--- config.mk ---
export PLATFORM = sky130hd
export DESIGN_NAME = stable_priority_request_queue_unit
export DESIGN_NICKNAME = d
export VERILOG_FILES = /design/src/hw/rtl/spqu_pkg.sv /design/src/hw/rtl/spqu_cell.sv /design/src/hw/rtl/stable_priority_request_queue_unit.sv
export SDC_FILE = /design/constraint.sdc
export NUM_CORES = 2
export LEC_CHECK = 0
export BUFFER_PORTS_ARGS = -buffer_cell sky130_fd_sc_hd__buf_2
export CORE_MARGIN = 4
export CORE_UTILIZATION = 43
export DETAILED_ROUTE_END_ITERATION = 16
export SYNTH_ARGS = -nofsm -noshare
export SYNTH_HDL_FRONTEND = slang
export SYNTH_HIERARCHICAL = 1
export SYNTH_SLANG_ARGS = --single-unit
--- constraint.sdc ---
create_clock -name clk -period 10.2 [get_ports clk]
set_clock_uncertainty 0.2 [all_clocks]
set_input_delay 0.51 -clock clk [delete_from_list [all_inputs] [get_ports clk]]
set_output_delay 0.51 -clock clk [all_outputs]
set_load 0.02 [all_outputs]
--- src/hw/rtl/spqu_pkg.sv ---
// Shared types and codes for the stable priority request queue.
package spqu_pkg;

  localparam int unsigned DEPTH_DEF    = 16;
  localparam int unsigned TAG_BITS_DEF = 16;
  localparam int unsigned KIND_W       = 4;
  localparam int unsigned PRIO_W       = 8;
  localparam int unsigned ERR_W        = 8;
  localparam int unsigned STATUS_W     = 2;

  typedef enum logic [KIND_W-1:0] {
    KIND_ENQUEUE = 4'd0,
    KIND_INSERT  = 4'd1,
    KIND_DEQUEUE = 4'd2,
    KIND_REQUEUE = 4'd3,
    KIND_REMOVE  = 4'd4,
    KIND_MOVE    = 4'd5,
    KIND_UPDATE  = 4'd6,
    KIND_READ    = 4'd7,
    KIND_CLEAR   = 4'd8
  } kind_t;

  typedef enum logic [STATUS_W-1:0] {
    ST_OK    = 2'd0,
    ST_FULL  = 2'd1,
    ST_EMPTY = 2'd2,
    ST_BAD   = 2'd3
  } status_t;

  // Per-cycle command broadcast to every cell.
  typedef enum logic [2:0] {
    CELL_HOLD,
    CELL_PUT,
    CELL_ENQ,
    CELL_TAKE,
    CELL_MOVE_UP,
    CELL_MOVE_DN,
    CELL_WRITE
  } cell_op_t;

endpackage

--- src/hw/rtl/spqu_cell.sv ---
// One queue slot: holds an entry and picks its next value from itself, a neighbour or the new entry.
module spqu_cell
  import spqu_pkg::*;
#(
  parameter int unsigned TAG_BITS = TAG_BITS_DEF,
  parameter int unsigned IDX_W    = 4,
  parameter int unsigned CNT_W    = 5,
  parameter int unsigned ID       = 0
) (
  input  logic                     clk,
  input  cell_op_t                 op,
  input  logic [IDX_W-1:0]         idx_a,
  input  logic [IDX_W-1:0]         idx_b,
  input  logic [CNT_W-1:0]         fill,
  input  logic [TAG_BITS-1:0]      new_tag,
  input  logic signed [PRIO_W-1:0] new_prio,
  input  logic [ERR_W-1:0]         new_err,
  input  logic [TAG_BITS-1:0]      left_tag,
  input  logic signed [PRIO_W-1:0] left_prio,
  input  logic [ERR_W-1:0]         left_err,
  input  logic [TAG_BITS-1:0]      right_tag,
  input  logic signed [PRIO_W-1:0] right_prio,
  input  logic [ERR_W-1:0]         right_err,
  input  logic                     seen_in,
  output logic                     seen_out,
  output logic [TAG_BITS-1:0]      tag,
  output logic signed [PRIO_W-1:0] prio,
  output logic [ERR_W-1:0]         err
);

  localparam logic [IDX_W-1:0] MY_IDX = IDX_W'(ID);
  localparam logic [CNT_W-1:0] MY_CNT = CNT_W'(ID);

  logic take_new, take_left, take_right;

  // Enqueue slot search: first occupied slot of lower priority, else the first free one.
  assign seen_out = seen_in || (MY_CNT == fill) || ((MY_CNT < fill) && (new_prio > prio));

  always_comb begin
    take_new   = 1'b0;
    take_left  = 1'b0;
    take_right = 1'b0;
    unique case (op)
      CELL_PUT: begin
        take_new  = (MY_IDX == idx_a);
        take_left = (MY_IDX > idx_a);
      end
      CELL_ENQ: begin
        take_new  = seen_out && !seen_in;
        take_left = seen_in;
      end
      CELL_TAKE: begin
        take_right = (MY_IDX >= idx_a);
      end
      CELL_MOVE_UP: begin
        take_new   = (MY_IDX == idx_b);
        take_right = (MY_IDX >= idx_a) && (MY_IDX < idx_b);
      end
      CELL_MOVE_DN: begin
        take_new  = (MY_IDX == idx_b);
        take_left = (MY_IDX > idx_b) && (MY_IDX <= idx_a);
      end
      CELL_WRITE: begin
        take_new = (MY_IDX == idx_a);
      end
      default: begin
      end
    endcase
  end

  always_ff @(posedge clk) begin
    if (take_new) begin
      tag  <= new_tag;
      prio <= new_prio;
      err  <= new_err;
    end else if (take_left) begin
      tag  <= left_tag;
      prio <= left_prio;
      err  <= left_err;
    end else if (take_right) begin
      tag  <= right_tag;
      prio <= right_prio;
      err  <= right_err;
    end
  end

endmodule

--- src/hw/rtl/stable_priority_request_queue_unit.sv ---
// Stable priority request queue: the result beat comes in the cycle after acceptance.
// Throughput one op per cycle when not stalled; each is done in the accept cycle by
// the row of cells, each of which reloads from itself, a neighbour or the new entry.
// The result register sits between the two sides; input stalls only while it is held.
// Reset (rst, synchronous) empties the queue and drops any waiting result beat.
module stable_priority_request_queue_unit
  import spqu_pkg::*;
#(
  parameter int unsigned DEPTH    = DEPTH_DEF,
  parameter int unsigned TAG_BITS = TAG_BITS_DEF,
  parameter int unsigned IDX_W    = $clog2(DEPTH),
  parameter int unsigned CNT_W    = $clog2(DEPTH + 1)
) (
  input  logic                     clk,
  input  logic                     rst,
  input  logic                     in_valid,
  output logic                     in_stall,
  input  logic [KIND_W-1:0]        kind,
  input  logic [TAG_BITS-1:0]      tag,
  input  logic signed [PRIO_W-1:0] priority_req,
  input  logic [ERR_W-1:0]         error_count,
  input  logic [CNT_W-1:0]         position,
  input  logic [IDX_W-1:0]         dest_position,
  output logic                     out_valid,
  input  logic                     out_stall,
  output logic [STATUS_W-1:0]      status,
  output logic [TAG_BITS-1:0]      out_tag,
  output logic signed [PRIO_W-1:0] out_priority,
  output logic [ERR_W-1:0]         out_error_count,
  output logic [CNT_W-1:0]         occupancy
);

  localparam logic [CNT_W-1:0] FULL_CNT = CNT_W'(DEPTH);

  // Entry count and accept handshake
  logic [CNT_W-1:0] fill, fill_next;
  logic             accept;

  // Per-beat decode
  cell_op_t                 op;
  logic [IDX_W-1:0]         idx_a, idx_b;
  logic [TAG_BITS-1:0]      new_tag;
  logic signed [PRIO_W-1:0] new_prio;
  logic [ERR_W-1:0]         new_err;
  status_t                  st;
  logic                     show;
  logic [IDX_W-1:0]         rd_idx;
  logic                     is_full, is_empty, pos_ok, dst_ok;
  logic [ERR_W-1:0]         err_inc;

  // Cell row
  logic [TAG_BITS-1:0]      cell_tag  [DEPTH];
  logic signed [PRIO_W-1:0] cell_prio [DEPTH];
  logic [ERR_W-1:0]         cell_err  [DEPTH];
  logic [DEPTH:0]           seen;

  assign in_stall = out_valid && out_stall;
  assign accept   = in_valid && !in_stall;

  assign is_full  = (fill == FULL_CNT);
  assign is_empty = (fill == '0);
  assign pos_ok   = (position < fill);
  assign dst_ok   = (CNT_W'(dest_position) < fill);
  assign err_inc  = (error_count == '1) ? error_count : error_count + ERR_W'(1);

  // Dequeue reads the head; read and move use the source index.
  assign rd_idx = (kind_t'(kind) == KIND_DEQUEUE) ? '0 : position[IDX_W-1:0];

  always_comb begin
    op        = CELL_HOLD;
    idx_a     = position[IDX_W-1:0];
    idx_b     = dest_position;
    new_tag   = tag;
    new_prio  = priority_req;
    new_err   = error_count;
    st        = ST_OK;
    show      = 1'b0;
    fill_next = fill;
    unique case (kind_t'(kind))
      KIND_ENQUEUE, KIND_INSERT, KIND_REQUEUE: begin
        if (is_full) begin
          st = ST_FULL;
        end else begin
          fill_next = fill + CNT_W'(1);
          if (kind_t'(kind) == KIND_ENQUEUE) begin
            op = CELL_ENQ;
          end else if (kind_t'(kind) == KIND_INSERT) begin
            op    = CELL_PUT;
            // past the end clamps to an append
            idx_a = (position > fill) ? fill[IDX_W-1:0] : position[IDX_W-1:0];
          end else begin
            op      = CELL_PUT;
            idx_a   = '0;
            new_err = err_inc;
          end
        end
      end
      KIND_DEQUEUE, KIND_REMOVE, KIND_MOVE, KIND_UPDATE, KIND_READ: begin
        if (is_empty) begin
          st = ST_EMPTY;
        end else if (kind_t'(kind) == KIND_DEQUEUE) begin
          op        = CELL_TAKE;
          idx_a     = '0;
          show      = 1'b1;
          fill_next = fill - CNT_W'(1);
        end else if (!pos_ok) begin
          st = ST_BAD;
        end else if (kind_t'(kind) == KIND_REMOVE) begin
          op        = CELL_TAKE;
          fill_next = fill - CNT_W'(1);
        end else if (kind_t'(kind) == KIND_MOVE) begin
          if (!dst_ok || (position[IDX_W-1:0] == dest_position)) begin
            st = ST_BAD;
          end else begin
            op       = (position[IDX_W-1:0] < dest_position) ? CELL_MOVE_UP : CELL_MOVE_DN;
            new_tag  = cell_tag[rd_idx];
            new_prio = cell_prio[rd_idx];
            new_err  = cell_err[rd_idx];
          end
        end else if (kind_t'(kind) == KIND_UPDATE) begin
          op = CELL_WRITE;
        end else begin
          show = 1'b1;
        end
      end
      KIND_CLEAR: begin
        fill_next = '0;
      end
      default: begin
        st = ST_BAD;
      end
    endcase
    if (!accept) begin
      op = CELL_HOLD;
    end
  end

  // Cell row: inner cells see both neighbours; the enqueue search ripples along seen.
  assign seen[0] = 1'b0;

  for (genvar i = 0; i < DEPTH; i++) begin : g_cell
    logic [TAG_BITS-1:0]      l_tag, r_tag;
    logic signed [PRIO_W-1:0] l_prio, r_prio;
    logic [ERR_W-1:0]         l_err, r_err;

    if (i == 0) begin : g_first
      assign l_tag  = cell_tag[i];
      assign l_prio = cell_prio[i];
      assign l_err  = cell_err[i];
    end else begin : g_mid_l
      assign l_tag  = cell_tag[i-1];
      assign l_prio = cell_prio[i-1];
      assign l_err  = cell_err[i-1];
    end

    if (i == DEPTH - 1) begin : g_last
      assign r_tag  = cell_tag[i];
      assign r_prio = cell_prio[i];
      assign r_err  = cell_err[i];
    end else begin : g_mid_r
      assign r_tag  = cell_tag[i+1];
      assign r_prio = cell_prio[i+1];
      assign r_err  = cell_err[i+1];
    end

    spqu_cell #(
      .TAG_BITS (TAG_BITS),
      .IDX_W    (IDX_W),
      .CNT_W    (CNT_W),
      .ID       (i)
    ) u_cell (
      .clk        (clk),
      .op         (op),
      .idx_a      (idx_a),
      .idx_b      (idx_b),
      .fill       (fill),
      .new_tag    (new_tag),
      .new_prio   (new_prio),
      .new_err    (new_err),
      .left_tag   (l_tag),
      .left_prio  (l_prio),
      .left_err   (l_err),
      .right_tag  (r_tag),
      .right_prio (r_prio),
      .right_err  (r_err),
      .seen_in    (seen[i]),
      .seen_out   (seen[i+1]),
      .tag        (cell_tag[i]),
      .prio       (cell_prio[i]),
      .err        (cell_err[i])
    );
  end

  // Fill count and output beat
  always_ff @(posedge clk) begin
    if (rst) begin
      fill      <= '0;
      out_valid <= 1'b0;
    end else if (accept) begin
      fill      <= fill_next;
      out_valid <= 1'b1;
    end else if (!out_stall) begin
      out_valid <= 1'b0;
    end
  end

  always_ff @(posedge clk) begin
    if (accept) begin
      status          <= st;
      occupancy       <= fill_next;
      out_tag         <= show ? cell_tag[rd_idx]  : '0;
      out_priority    <= show ? cell_prio[rd_idx] : '0;
      out_error_count <= show ? cell_err[rd_idx]  : '0;
    end
  end

endmodule
==> flow_summary.json <==
{
  "status": "complete, but fails checks",
  "violations": "slew limit",
  "ff2ff_setup_slack_ns": 0.48,
  "power_density_nw_per_um2": 118,
  "path_class": "flip-flop to flip-flop",
  "drt_iter0_drc": 3626,
  "slew_headroom_pct": -205,
  "grt_pass1_wl_um": 222000,
  "ant_nets": 0,
  "die_x_um": 332,
  "async_flop_share_pct": 0,
  "reg2reg_from": "fill[2]$_SDFFE_PP0P_",
  "tightest_slew_ns": 4.55,
  "dp_hpwl_um": 106000,
  "synth.top_cell.area_share_pct": 36.7,
  "core_area_um2": 104000,
  "slowest_delay_ns": 0.39,
  "cts.path.max_buffers": 3,
  "ir_drop_mv": 0.0990,
  "drc_errors": 0,
  "arrival_ns": 9.91,
  "setup_tns_ns": 0,
  "synth_area_um2": 45100,
  "maxCapViolations": 0,
  "crit_fanout": 8,
  "finalCritPeriodShare_pct": 95.3,
  "final_layout_size_suffix_gt1_share_pct": 30.9,
  "antenna_found_initial": 4,
  "worst_r2r_endpoint": "g_cell[15].u_cell/prio[3]$_DFFE_PP_",
  "yosysMostFrequentCell": "edfxtp_1",
  "portBuffers": 89,
  "rr_worst_depth": 51,
  "clkSlewWorstSetupHoldPaths_ns": 0.06,
  "fmax_ghz": 0.103,
  "io_pins": 90,
  "synth_common_cells": "551 x edfxtp_1, 369 x mux2_2, 261 x mux2_4",
  "final_max_slew_viol_count": 65,
  "synth-seq-area-share_pct": 37.0,
  "cts.sinks": 557,
  "finish.instance_area_um2": 49700,
  "power.total_mw": 5.88,
  "cts_tree": "done",
  "grt_pass1_vias": 33100,
  "area_growth_syn_to_layout_pct": 10.2,
  "crit_required_ns": 10.39,
  "ys.flop_type": "edfxtp_1",
  "rows": 118,
  "htreeDepth": 3,
  "routedWlPerCell_um": 26.8,
  "fin_hold_ws_ns": 0.285,
  "finalCriticalPeriod_ns": 9.72,
  "slowest_stage": "or3_4",
  "ys_ff_latch": 557,
  "p_leak_nw": 19.0,
  "routed-via-count": 34900,
  "cts_made_buffers": 70,
  "syn_inst": 4026,
  "routed_wl_um": 149000,
  "setup_viol": 0,
  "fillers": 9330,
  "ys_warn_count": 6,
  "grt_overflow_total": 0,
  "endpoint_kind": "flip-flop",
  "finalHoldViolations": 0,
  "grt_usage_pct": 25.9,
  "hp-start": "out_stall",
  "placed_area_um2": 47200,
  "die-area_um2": 110000,
  "clock_latency_ns": 0.64,
  "start_util_pct": 43.4,
  "place.gp.congestion": 0.955,
  "worstHoldEndpoint": "fill[3]$_SDFFE_PP0P_",
  "syn_avg_cell_area_um2": 11.2,
  "seq_area_um2": 16700,
  "cts_root_buf": "clkbuf_16",
  "die_h_um": 332,
  "yosys-top-cells-area": "edfxtp_1 37%, mux2_2 9.2%, mux2_4 8.7%",
  "viasPerCell": 6.28,
  "fin_nets": 4310,
  "grt_start_max_net_pins": 71,
  "yosys.area.top_type": "edfxtp_1",
  "worst_setup_path_start_kind": "flip-flop",
  "drtPass1Iterations": 6,
  "hp-class": "primary input to flip-flop",
  "worstHoldPathCells": 5,
  "synth-edff-count": 551,
  "finalCoreUtilization_pct": 47.9,
  "multiInputGateArea_um2": 25900,
  "synth_cell_types": 134
}
## worst max-delay path: cells and delay by family (launching register included)
kind	cells	cell delay, ns
flip-flops	1	0.34
buffers and inverters	8	1.13
adder cells (fa/ha/maj)	2	0.62
AND/OR/NAND/NOR	11	1.71
AO/OA/AOI/OAI	28	4.84
multiplexers	2	0.61
## how the worst max path moves through the flow
stage / from / endpoint / slack, ns / depth (start not counted)
after floorplan: fill[2]$_SDFFE_PP0P_ / g_cell[12].u_cell/err[0]$_DFFE_PP_ / 0.01 / 42
after global placement: position[0] / g_cell[15].u_cell/tag[13]$_DFFE_PP_ / 0.15 / 48
after detailed placement: position[0] / g_cell[15].u_cell/tag[15]$_DFFE_PP_ / -0.02 / 49
after CTS: fill[2]$_SDFFE_PP0P_ / g_cell[15].u_cell/tag[8]$_DFFE_PP_ / 0.21 / 47
after global routing: fill[2]$_SDFFE_PP0P_ / g_cell[15].u_cell/prio[3]$_DFFE_PP_ / -0.1 / 51
final: fill[2]$_SDFFE_PP0P_ / g_cell[15].u_cell/prio[3]$_DFFE_PP_ / 0.48 / 51
## cell type report
cell class	instances	area share (%)
Multi-Input combinational cell	2967	52.1
Antenna cell	1	0.00504
Tap cell	1380	3.47
Timing Repair Buffer	299	4.71
Clock inverter	38	0.713
Sequential cell	557	33.5
Inverter	223	1.68
Clock buffer	88	3.75
## metal layers
| metal | share of wire [%] | track usage [%] |
|---|---|---|
| met5 | 0 | 0 |
| met4 | 2.9 | 7.74 |
| met3 | 9.4 | 5.47 |
| met2 | 42 | 37.4 |
| met1 | 45 | 38.8 |
## state kept, by name, summed over array words and instances, names as in the netlist
register            flops
out_tag                16
out_priority            8
g_cell.u_cell/prio    128
fill                    5
out_error_count         8
occupancy               5
g_cell.u_cell/tag     256
out_valid               1
status                  2
g_cell.u_cell/err     128
## where the power goes
part	internal [mW]	switching, mW
registers	2.56	0.0441
clock network	1.41	1.07
logic	0.309	0.489
total	4.28	1.60
## kinds of logic after synthesis
kind of cell               Yosys count  share of synthesized area, %
buffers and inverters              504                          6.35
muxes                              924                          25.1
and+or+nand+nor                    916                          10.8
xor gates and xnor gates             4                        0.0777
adders and majority gates          143                          3.97
other                                1                       0.00832
AOI/OAI and AO/OA                  977                          16.8
DFF                                557                          37.0
## cells in the final DEF, fill, tap and decap left out, types with 53 or more instances in the layout
cell / n
a22oi_2: 59
a21oi_1: 153
nand2_1: 255
mux2i_1: 182
o21ai_0: 72
clkbuf_16: 74
o211ai_1: 53
a21o_1: 54
edfxtp_1: 551
buf_4: 184
inv_1: 216
a31oi_1: 82
buf_2: 87
nor2_1: 241
mux2_2: 369
ha_1: 143
mux2_4: 261
a211oi_1: 82
nor2b_1: 62
a22oi_1: 72
mux2_1: 98
## timing repair
| action | 4_1_cts | 5_1_grt |
|---|---|---|
| gates resized for setup | 0 | 24 |
| setup endpoints to repair | 0 | 193 |
| hold endpoints to repair | 5 | 0 |
| buffers inserted | 0 | 12 |
| hold buffers | 3 | 0 |
## through the flow
stage               setup WS [ns]  cells
global placement            0.150   5408
floorplan                  0.0137   4028
CTS                         0.206   5537
global route              -0.0971   5552
detailed placement        -0.0178   5408
finish                      0.484   5553
Note: power is estimated with default switching activity, not from simulation.
